`src/pgl_pkg.sv`:
```
package pgl_pkg;
  localparam int MaxUnitsDefault = 64;
  localparam int CoordW = 16;
  localparam int IdW = 16;
  localparam int DistW = 16;
  localparam int LabelW = 6;
  localparam int TotalW = 7;
  localparam logic [DistW-1:0] LinkDistanceReset = 16'd256;

  // squared distance of two points, fits in 34 bits
  localparam int D2W = 34;

  typedef struct packed {
    logic [IdW-1:0]    id;
    logic              ok;
    logic [CoordW-1:0] x;
    logic [CoordW-1:0] y;
  } point_t;
endpackage

```
`src/pgl_dist.sv`:
```
// Two-stage squared-distance compare: |dx|,|dy| registered, then squares summed.
module pgl_dist (
  input  logic                      clk,
  input  logic [pgl_pkg::CoordW-1:0] ax,
  input  logic [pgl_pkg::CoordW-1:0] ay,
  input  logic [pgl_pkg::CoordW-1:0] bx,
  input  logic [pgl_pkg::CoordW-1:0] by,
  input  logic [pgl_pkg::D2W-1:0]    lim,
  output logic                       close
);
  import pgl_pkg::*;

  logic signed [CoordW:0] dx, dy;
  logic [CoordW:0] adx, ady;
  logic [D2W-1:0] sq_x, sq_y;

  always_comb begin
    dx = $signed({ax[CoordW-1], ax}) - $signed({bx[CoordW-1], bx});
    dy = $signed({ay[CoordW-1], ay}) - $signed({by[CoordW-1], by});
  end

  always_ff @(posedge clk) begin
    adx <= dx[CoordW] ? -dx : dx;
    ady <= dy[CoordW] ? -dy : dy;
  end

  // 17x17 products, zero-extended operands
  always_ff @(posedge clk) begin
    sq_x <= D2W'(adx) * D2W'(adx);
    sq_y <= D2W'(ady) * D2W'(ady);
  end

  assign close = (sq_x + sq_y) < lim;
endmodule

```
`config.mk`:
```
export PLATFORM = sky130hd
export DESIGN_NAME = pgl_dist
export DESIGN_NICKNAME = d
export VERILOG_FILES = /design/src/pgl_pkg.sv /design/src/pgl_dist.sv
export SDC_FILE = /design/constraint.sdc
export NUM_CORES = 1
export LEC_CHECK = 0
export ABC_AREA = 1
export ABC_CLOCK_PERIOD_IN_PS = 6900
export BUFFER_PORTS_ARGS = -buffer_cell sky130_fd_sc_hd__buf_2
export CAP_MARGIN = 15
export CORE_MARGIN = 2
export CORE_UTILIZATION = 40
export DETAILED_ROUTE_END_ITERATION = 16
export GPL_TIMING_DRIVEN = 0
export PLACE_DENSITY = 0.54
export SLEW_MARGIN = 25
export SYNTH_ARGS = -nofsm -noshare
export SYNTH_HDL_FRONTEND = slang
export SYNTH_SLANG_ARGS = --single-unit
```
`constraint.sdc`:
```
create_clock -name clk -period 6.9 [get_ports clk]
set_clock_uncertainty 0.2 [all_clocks]
set_input_delay 0.69 -clock clk [delete_from_list [all_inputs] [get_ports clk]]
set_output_delay 0.69 -clock clk [all_outputs]
set_load 0.03 [all_outputs]
```
# Yosys cells after proc, flatten, opt, wreduce, memory -nomap -nowiden
# Index checks and enable logic that the tools add are counted.
# W data, S select, Z words.
# word_totals
register_bits	102
in_bits	99
output_inout_bits	1
wordCells	16
# classes
n_addsub	5
mul	2
n_lt_le_gt_ge	1
n_mux	2
# op_table
op	count
$mul A17 B17 Y34	2
$add A34 B34 Y34	1
$lt A34 B34 Y1	1
$neg A17 Y17	2
$sub A16 B16 Y17	2
$mux W16	2

# Longest topological paths before layout
# Gate-level depths: netlist of the first run.
# depth
word_depth	3
depth_mapped	27
mapped_depth_nobuf	25

# Least setup slack after synthesis of the first run
# OpenSTA, ideal clock, no wires.
# synth_path
kind	register to register
startpoint	reg ady[7]
endpoint	reg sq_y[30]
setup_time_ns	0.112
arrival_time_ns	5.360
required_time_ns	6.588
path_slack_ns	1.227
stages_incl_launch_ff	24
path_buffers	2
synth_period_minus_slack_ns	5.673
cell_sequence	dfxtp_1 > clkbuf_1 > clkbuf_1 > nand2_1 > fa_1 > inv_1 > fa_1 > inv_1 > fa_1 > inv_1 > fa_1 > fa_1 > inv_1 > fa_1 > inv_1 > ha_1 > a21oi_1 > o21ai_0 > a21oi_1 > nor2_1 > a211oi_1 > nand2_1 > nand2_1 > nand2_1
# synth_via
elab_chain_cells	1
# synth_lines
element	line	text
start, declared	pgl_dist.sv:14	logic [CoordW:0] adx, ady;
start signal, assigned	pgl_dist.sv:24	ady <= dy[CoordW] ? -dy : dy;
$mul A17 B17 Y34	pgl_dist.sv:30	sq_y <= D2W'(ady) * D2W'(ady);
end signal, assigned	pgl_dist.sv:30	
end, declared	pgl_dist.sv:15	logic [D2W-1:0] sq_x, sq_y;
# Every way passes these cells.
# A chain may end at the register's enable or synchronous reset.

# Final worst setup path of the first run
# layout_path
startpoint	reg ady[10]
endpoint	reg sq_y[30]
# The elaborated chain is that of the path after synthesis.

==> results.md, run 1 <==
- Clock root cell: clkbuf_16
- Final worst slack: around 0.28 ns
- Post-Syn Area: 0.02472 mm^2
- Worst Setup SP: ady[10]
- Post-synth EDFFs: 0
- Setup TNS: 0 ns
- Fmax: ~150 MHz
- Setup bufs post-CTS: 0
- Pre-antenna DRT Iters: 5
- FFs w/ async S/R, synth: 0%
- Nets@finish: 4,198
- Crit path top cell by count: fa_1
- Via-to-Cell Ratio: 4.716
- Post-synthesis sequential area ratio: 8.098%
- Crit Path Class: reg -> reg
- Place WS: -0.1103 ns
- Crit-path max cell delay: 0.58 ns
- Clock Path Buffers: 2
- Worst hold path type: reg -> reg
- Initial antenna violation count: 1
- Count of final hold-check violations: 0
- Critical R2R Capture: sq_y[30]
- Critical path data arrival time: 6.69 ns
- Worst slew margin: between 40% and 50%
- DPL Wire Length: roughly 54,000 um
- Final min period: ~6.6 ns
- Clock Latency Late Sink: 0.40 ns
- Syn Nets: just over 4,000
- Diodes inserted: 0
- Post-Route WL: between 60,000 and 70,000 um
- CP Cell Sequence: clkbuf_1 > clkbuf_2 > nand2_1 > fa_1 > inv_1 > fa_1 > fa_1 > fa_1 > fa_1 > inv_1 > fa_1 > inv_1 > ha_1 > a21oi_1 > o21ai_0 > a21oi_1 > nor2_1 > a211oi_1 > nand2_1 > nand2_1 > nand2_1
- Synth warnings: 0
- Ys flop type: dfxtp_1
- Routed Antenna Nets: 0
- Pin count of the biggest net entering global routing: 22
- # rows: 91
- Vias in the first global route: ~20,000
- Die area: 0.06381 mm^2
- Gr ovfl total: 0
- FF-to-FF Start: ady[10]
- Synth unique cells: 47
- 1st-iter DRT viols: 937
- Core area: 0.06137 mm^2
- Initial core utilization: between 40% and 50%
- Port bufs: between 90 and 100
- Final core occ: about 43%
- CTS Sinks: 100
- Ports: 100
- R2R Setup Slk: roughly 0.28 ns
- Synth-to-layout area growth: 7.389%
- Crit-path max FO: 10
- Status: finished clean
- Least-Margin Pin Slew: 0.8020 ns
- Total number of vias: 19,780
- First-pass GRT wire length: 100,600 um
- Worst reg2reg path depth: 21
- GRT Total Usage: 19.96%
- Setup crit start kind: flip-flop
- Slowest stage cell, crit path: fa_1
- Number of fill cells in the layout: ~6,400
- Max-slew violation count: 0
- Critical path endpoint category: flip-flop
- H-tree Lvls: 3
- Worst EP required: 6.97 ns
- CTS tree: built
- Routability congestion estimate from global placement: 0.8828
- Wire length per cell: 14.67 um
- Fraction of layout cells with a size suffix above 1: under 10%
- Setup violators final: 0
- Worst-path clk slew: 0.07 ns
- Max-Cap Viols: 0
- CP endpoint: sq_y[30]
- Syn Area/Cell: 7.514 um^2
- Tcrit/Tclk final: 95.88%
- Residual DRC: 0
- Seq cells post-synth: 100
- Synthesized instance count: 3,290
- Die W: 252.6 um
- Number of buffers created by CTS: 9
- Unrepaired setup endpoints after global routing: no
- Die span in y: between 200 and 300 um
==> critical path: cells and delay by family, from the launching register on <==
kind | cells | cell delay (ns)
AO/OA/AOI/OAI | 4 | 0.94
adder cells (fa/ha/maj) | 7 | 3.40
buffers and inverters | 5 | 1.18
flip-flops | 1 | 0.36
AND/OR/NAND/NOR | 5 | 0.41
==> cells in the mapped netlist, types with 2 or more instances <==
| cell | number | share of area (%) |
|---|---|---|
| o21ai_0 | 75 | 1.5 |
| xor2_1 | 80 | 2.8 |
| xnor2_2 | 2 | 0.13 |
| nor2_2 | 10 | 0.25 |
| a21o_1 | 11 | 0.33 |
| o21ai_2 | 3 | 0.11 |
| nand3b_1 | 6 | 0.18 |
| nand3_2 | 14 | 0.57 |
| o21bai_1 | 13 | 0.39 |
| or2_2 | 5 | 0.13 |
| o21ai_1 | 9 | 0.18 |
| a21oi_1 | 176 | 3.6 |
| nor4_1 | 5 | 0.13 |
| nand2_2 | 23 | 0.58 |
| nor2_1 | 130 | 2.0 |
| nor2_4 | 5 | 0.23 |
| inv_2 | 4 | 0.061 |
| nor3_2 | 2 | 0.081 |
| nor3_1 | 23 | 0.47 |
| o211ai_1 | 2 | 0.061 |
| o21a_1 | 10 | 0.30 |
| clkbuf_1 | 72 | 1.1 |
| a211oi_1 | 4 | 0.12 |
| ha_1 | 318 | 16 |
| nand4_1 | 24 | 0.61 |
| and2_1 | 4 | 0.10 |
| o221ai_1 | 2 | 0.071 |
| nand2_1 | 727 | 11 |
| inv_1 | 902 | 14 |
| and3_1 | 2 | 0.051 |
| nand3_1 | 86 | 1.7 |
| nand2_4 | 6 | 0.27 |
| dfxtp_1 | 100 | 8.1 |
| fa_1 | 382 | 31 |
| xnor2_1 | 41 | 1.5 |
==> area by class of cell <==
class / instances / area (um^2) / area share [%]
buffer: 73 / 332.8 / 1.254
clock buffer: 9 / 225.2 / 0.8483
tap: 790 / 988.4 / 3.723
timing repair buffer: 99 / 495.5 / 1.866
clock inverter: 7 / 86.33 / 0.3252
sequential: 100 / 2002 / 7.540
multi-input combinational: 2210 / 19020 / 71.63
inverter: 906 / 3401 / 12.81
==> metal layers <==
layer,track usage [%],part of all wire (%),vias up
met1,28.15,48,9324
met5,0,0,-
met2,32.76,45,380
met3,2.461,4.5,50
met4,4.311,1.6,0
li1,-,-,10020
==> repair_timing <==
item / CTS / global route
gates resized for setup: 8 / 42
setup endpoints to repair: 6 / 17
hold buffers: 0 / 0
==> cells in the final DEF, fill, tap and decap left out, types with 4 or more instances in the layout <==
| master | instances |
|---|---|
| nand3_1 | 86 |
| nand3b_1 | 6 |
| o21bai_1 | 13 |
| clkbuf_16 | 9 |
| nor4_1 | 5 |
| and2_1 | 4 |
| nor2_2 | 10 |
| xnor2_1 | 41 |
| or2_2 | 5 |
| nand3_2 | 14 |
| a211oi_1 | 4 |
| clkbuf_2 | 28 |
| a21oi_1 | 176 |
| inv_2 | 4 |
| nand2_1 | 727 |
| xor2_1 | 80 |
| o21ai_1 | 10 |
| nand2_2 | 23 |
| nand2_4 | 6 |
| ha_1 | 318 |
| o21a_1 | 10 |
| buf_2 | 99 |
| nor2_4 | 5 |
| a21o_1 | 11 |
| dfxtp_1 | 100 |
| inv_1 | 902 |
| nand4_1 | 24 |
| fa_1 | 382 |
| nor3_1 | 23 |
| nor2_1 | 130 |
| o21ai_0 | 74 |
| clkbuf_1 | 42 |
==> cell families after synthesis <==
kind of cell	Yosys count	synth area share [%]
xor+xnor	123	4.418
fa+ha+maj	700	47.03
buf+inv	980	14.98
compound gates	313	6.934
flops	100	8.098
simple gates	1074	18.55
==> per-stage QoR <==
stage	instance area [um^2]	hold WS [ns]	std cells
6_report	26550	0.2271	4194
5_1_grt	26550	0.2368	4194
4_1_cts	26530	0.2173	4195
3_5_place_dp	26210	0.2056	4179
3_3_place_gp	26210	0.2110	4179
2_1_floorplan	24720	0.1290	3290
==> flip-flops by register name, indices dropped and copies added (netlist names) <==
register	cells
adx	17
ady	17
sq_x	33
sq_y	33
==> worst min-delay path by stage <==
stage,to,depth (start not counted),slack [ns],startpoint
floorplan,sq_x[0],0,0.13,adx[0]
global placement,sq_y[0],0,0.21,ady[0]
detailed placement,sq_y[0],0,0.21,ady[0]
CTS,sq_y[0],0,0.22,ady[0]
global route,sq_y[0],0,0.24,ady[0]
finish,sq_y[0],0,0.23,ady[0]
Power of run 1 is left out: the tool's default activity adds up to more than one toggle a clock period on the data nets, which glitch-free logic cannot reach.
==> run 2: changes to the inputs <==
--- a/config.mk
+++ b/config.mk
@@ -7,14 +7,13 @@
 export LEC_CHECK = 0
 export ABC_AREA = 1
 export ABC_CLOCK_PERIOD_IN_PS = 6900
-export BUFFER_PORTS_ARGS = -buffer_cell sky130_fd_sc_hd__buf_2
 export CAP_MARGIN = 15
 export CORE_MARGIN = 2
 export CORE_UTILIZATION = 40
 export DETAILED_ROUTE_END_ITERATION = 16
+export DONT_BUFFER_PORTS = 1
 export GPL_TIMING_DRIVEN = 0
-export PLACE_DENSITY = 0.54
-export SLEW_MARGIN = 25
+export PLACE_DENSITY = 0.52
 export SYNTH_ARGS = -nofsm -noshare
 export SYNTH_HDL_FRONTEND = slang
 export SYNTH_SLANG_ARGS = --single-unit
==> run 2 against run 1 <==
Compared with the run above:
- count of clock-buffer cells in the layout up 1
- final cell count down 2.4%
- core utilization down 0.82 points
- wire length up 5.7%
- via count down 0.53%
- die area unchanged
- design area down 1.9%
- setup slack better by 0.057 ns
- sequential cell count unchanged
- register-to-register slack better by 0.06 ns
- critical path type unchanged
- critical endpoint is now sq_y[31]
==> results.md, run 2 (synthesis results as in run 1) <==
- CTS Sinks: 100 (unchanged)
- GRT Total Usage: 21.32% (was 19.96%)
- Die span in y: 252.6 um (unchanged)
- Most frequent cells in the layout: 902 x inv_1, 727 x nand2_1, 382 x fa_1, 318 x ha_1, 176 x a21oi_1 (unchanged)
- Status: finished clean (unchanged)
- Setup bufs post-CTS: 0 (unchanged)
- DR WL met2: 30,460 um (was 27,960 um)
- Routability congestion estimate from global placement: 0.9022 (was 0.8828)
- Setup violators final: 0 (unchanged)
- Crit Path Class: reg -> reg (unchanged)
- FF-to-FF Start: ady[16] (was ady[10])
- Initial core utilization: 40.28% (unchanged)
- Nets@finish: 4,097 (was 4,198)
- Most common cell after layout, fill and taps aside: inv_1 (unchanged)
- Total number of vias: 19,670 (was 19,780)
- Number of buffers created by CTS: 9 (unchanged)
- R2R Setup Slk: 0.34 ns (was 0.28 ns)
- Top sig layer: met5 (was met4)
- Placed instance count: 4,080 (was 4,179)
- H-tree Lvls: 3 (unchanged)
- Max-slew violation count: 0 (unchanged)
- CTS tree: built (unchanged)
- Crit-path max FO: 10 (unchanged)
- Final hold slack: 0.1495 ns (was 0.2271 ns)
- Wire length on met3: 2776 um (was 2778 um)
- Clock root cell: clkbuf_16 (unchanged)
- Clock Path Buffers: 2 (unchanged)
- Count of final hold-check violations: 0 (unchanged)
- Post-Route WL: 65,030 um (was 61,530 um)
- CP endpoint: sq_y[31] (was sq_y[30])
- Ports: 100 (unchanged)
- Routed length on met1: 30,910 um (was 29,800 um)
- Pre-antenna DRT Iters: 5 (unchanged)
- First-pass GRT wire length: 107,400 um (was 100,600 um)
- Worst Setup SP: ady[16] (was ady[10])
- Die area: 0.06381 mm^2 (unchanged)
- 1st-iter DRT viols: 873 (was 937)
- Hold_buf cts: 0 (unchanged)
- # rows: 91 (unchanged)
- Post-CTS sizing: 9 (was 8)
- Wire length per cell: 15.88 um (was 14.67 um)
- Fraction of layout cells with a size suffix above 1: 3.875% (was 6.551%)
- Place WS: -0.1930 ns (was -0.1103 ns)
- Core area: 0.06137 mm^2 (unchanged)
- Port bufs: 0 (was 99)
- Worst reg2reg path depth: 20 (was 21)
- Max-Cap Viols: 0 (unchanged)
- Top Registers: sq_x x33, sq_y x33 (unchanged)
- Critical R2R Capture: sq_y[31] (was sq_y[30])
- Final worst slack: 0.3412 ns (was 0.2843 ns)
- Placed Area: 0.02571 mm^2 (was 0.02621 mm^2)
- Residual DRC: 0 (unchanged)
- Worst EP required: 6.99 ns (was 6.97 ns)
- Fmax: 152.5 MHz (was 151.2 MHz)
- Setup crit start kind: flip-flop (unchanged)
- Worst hold path type: reg -> reg (unchanged)
- Pin count of the biggest net entering global routing: 20 (was 22)
- Critical path endpoint category: flip-flop (unchanged)
- Final min period: 6.559 ns (was 6.616 ns)
- Final Cell Area: 0.02605 mm^2 (was 0.02655 mm^2)
- Vias in the first global route: 20,990 (was 19,750)
- Critical path data arrival time: 6.65 ns (was 6.69 ns)
- DPL Wire Length: 57,430 um (was 54,070 um)
- Worst-path clk slew: 0.08 ns (was 0.07 ns)
- Unrepaired setup endpoints after global routing: no (unchanged)
- Worst slew margin: 54.47% (was 46.54%)
- Clock Latency Late Sink: 0.39 ns (was 0.40 ns)
- Via-to-Cell Ratio: 4.805 (was 4.716)
- Fin cells: 4,094 (was 4,194)
- Initial antenna violation count: 3 (was 1)
- Least-Margin Pin Slew: 0.6830 ns (was 0.8020 ns)
- Routed Antenna Nets: 0 (unchanged)
- Tcrit/Tclk final: 95.05% (was 95.88%)
- Die W: 252.6 um (unchanged)
- Gr ovfl total: 0 (unchanged)
- Synth-to-layout area growth: 5.360% (was 7.389%)
-- run 2: layout make-up --
cell class | count | area [um^2]
antenna | 1 | 2.502
buffer | 71 | 330.3
clock buffer | 10 | 239.0
clock inverter | 6 | 66.31
fill | 6317 | 35320
inverter | 906 | 3401
multi-input combinational | 2210 | 19020
sequential | 100 | 2002
tap | 790 | 988.4
-- run 2: worst min-delay path by stage --
| stage | from | to | slack (ns) | depth (start not counted) |
|---|---|---|---|---|
| floorplan | adx[0] | sq_x[0] | 0.13 | 0 |
| detailed placement | ady[0] | sq_y[0] | 0.13 | 0 |
| global route | ady[0] | sq_y[0] | 0.17 | 0 |
| CTS | ady[0] | sq_y[0] | 0.15 | 0 |
| global placement | ady[0] | sq_y[0] | 0.13 | 0 |
| finish | ady[0] | sq_y[0] | 0.15 | 0 |
-- run 2: metrics by stage --
stage	TNS [ns]	utilization, %
3_3_place_gp	-0.4698	41.89
3_5_place_dp	-0.5853	41.89
2_1_floorplan	0	-
6_report	0	42.44
4_1_cts	0	42.41
5_1_grt	0	42.44
-- run 2: critical path, cell delays in order, from the launching register on --
cell	delay (ns)
dfxtp_1	0.32
clkbuf_1	0.45
clkbuf_1	0.48
nand2_1	0.14
fa_1	0.53
fa_1	0.56
inv_1	0.05
fa_1	0.50
fa_1	0.51
fa_1	0.49
inv_1	0.05
fa_1	0.53
inv_1	0.06
ha_1	0.37
a21oi_1	0.22
o21ai_0	0.16
a21oi_1	0.24
nand3_1	0.20
nand2_1	0.11
nand3_1	0.08
xor2_1	0.21
-- run 2: per-layer routing --
metal,vias to the layer above,track usage [%]
met5,-,0
met4,4,4.311
met3,49,2.503
met2,360,36.97
met1,9440,28.62
li1,9819,-
Power of run 2 is left out for the same reason.
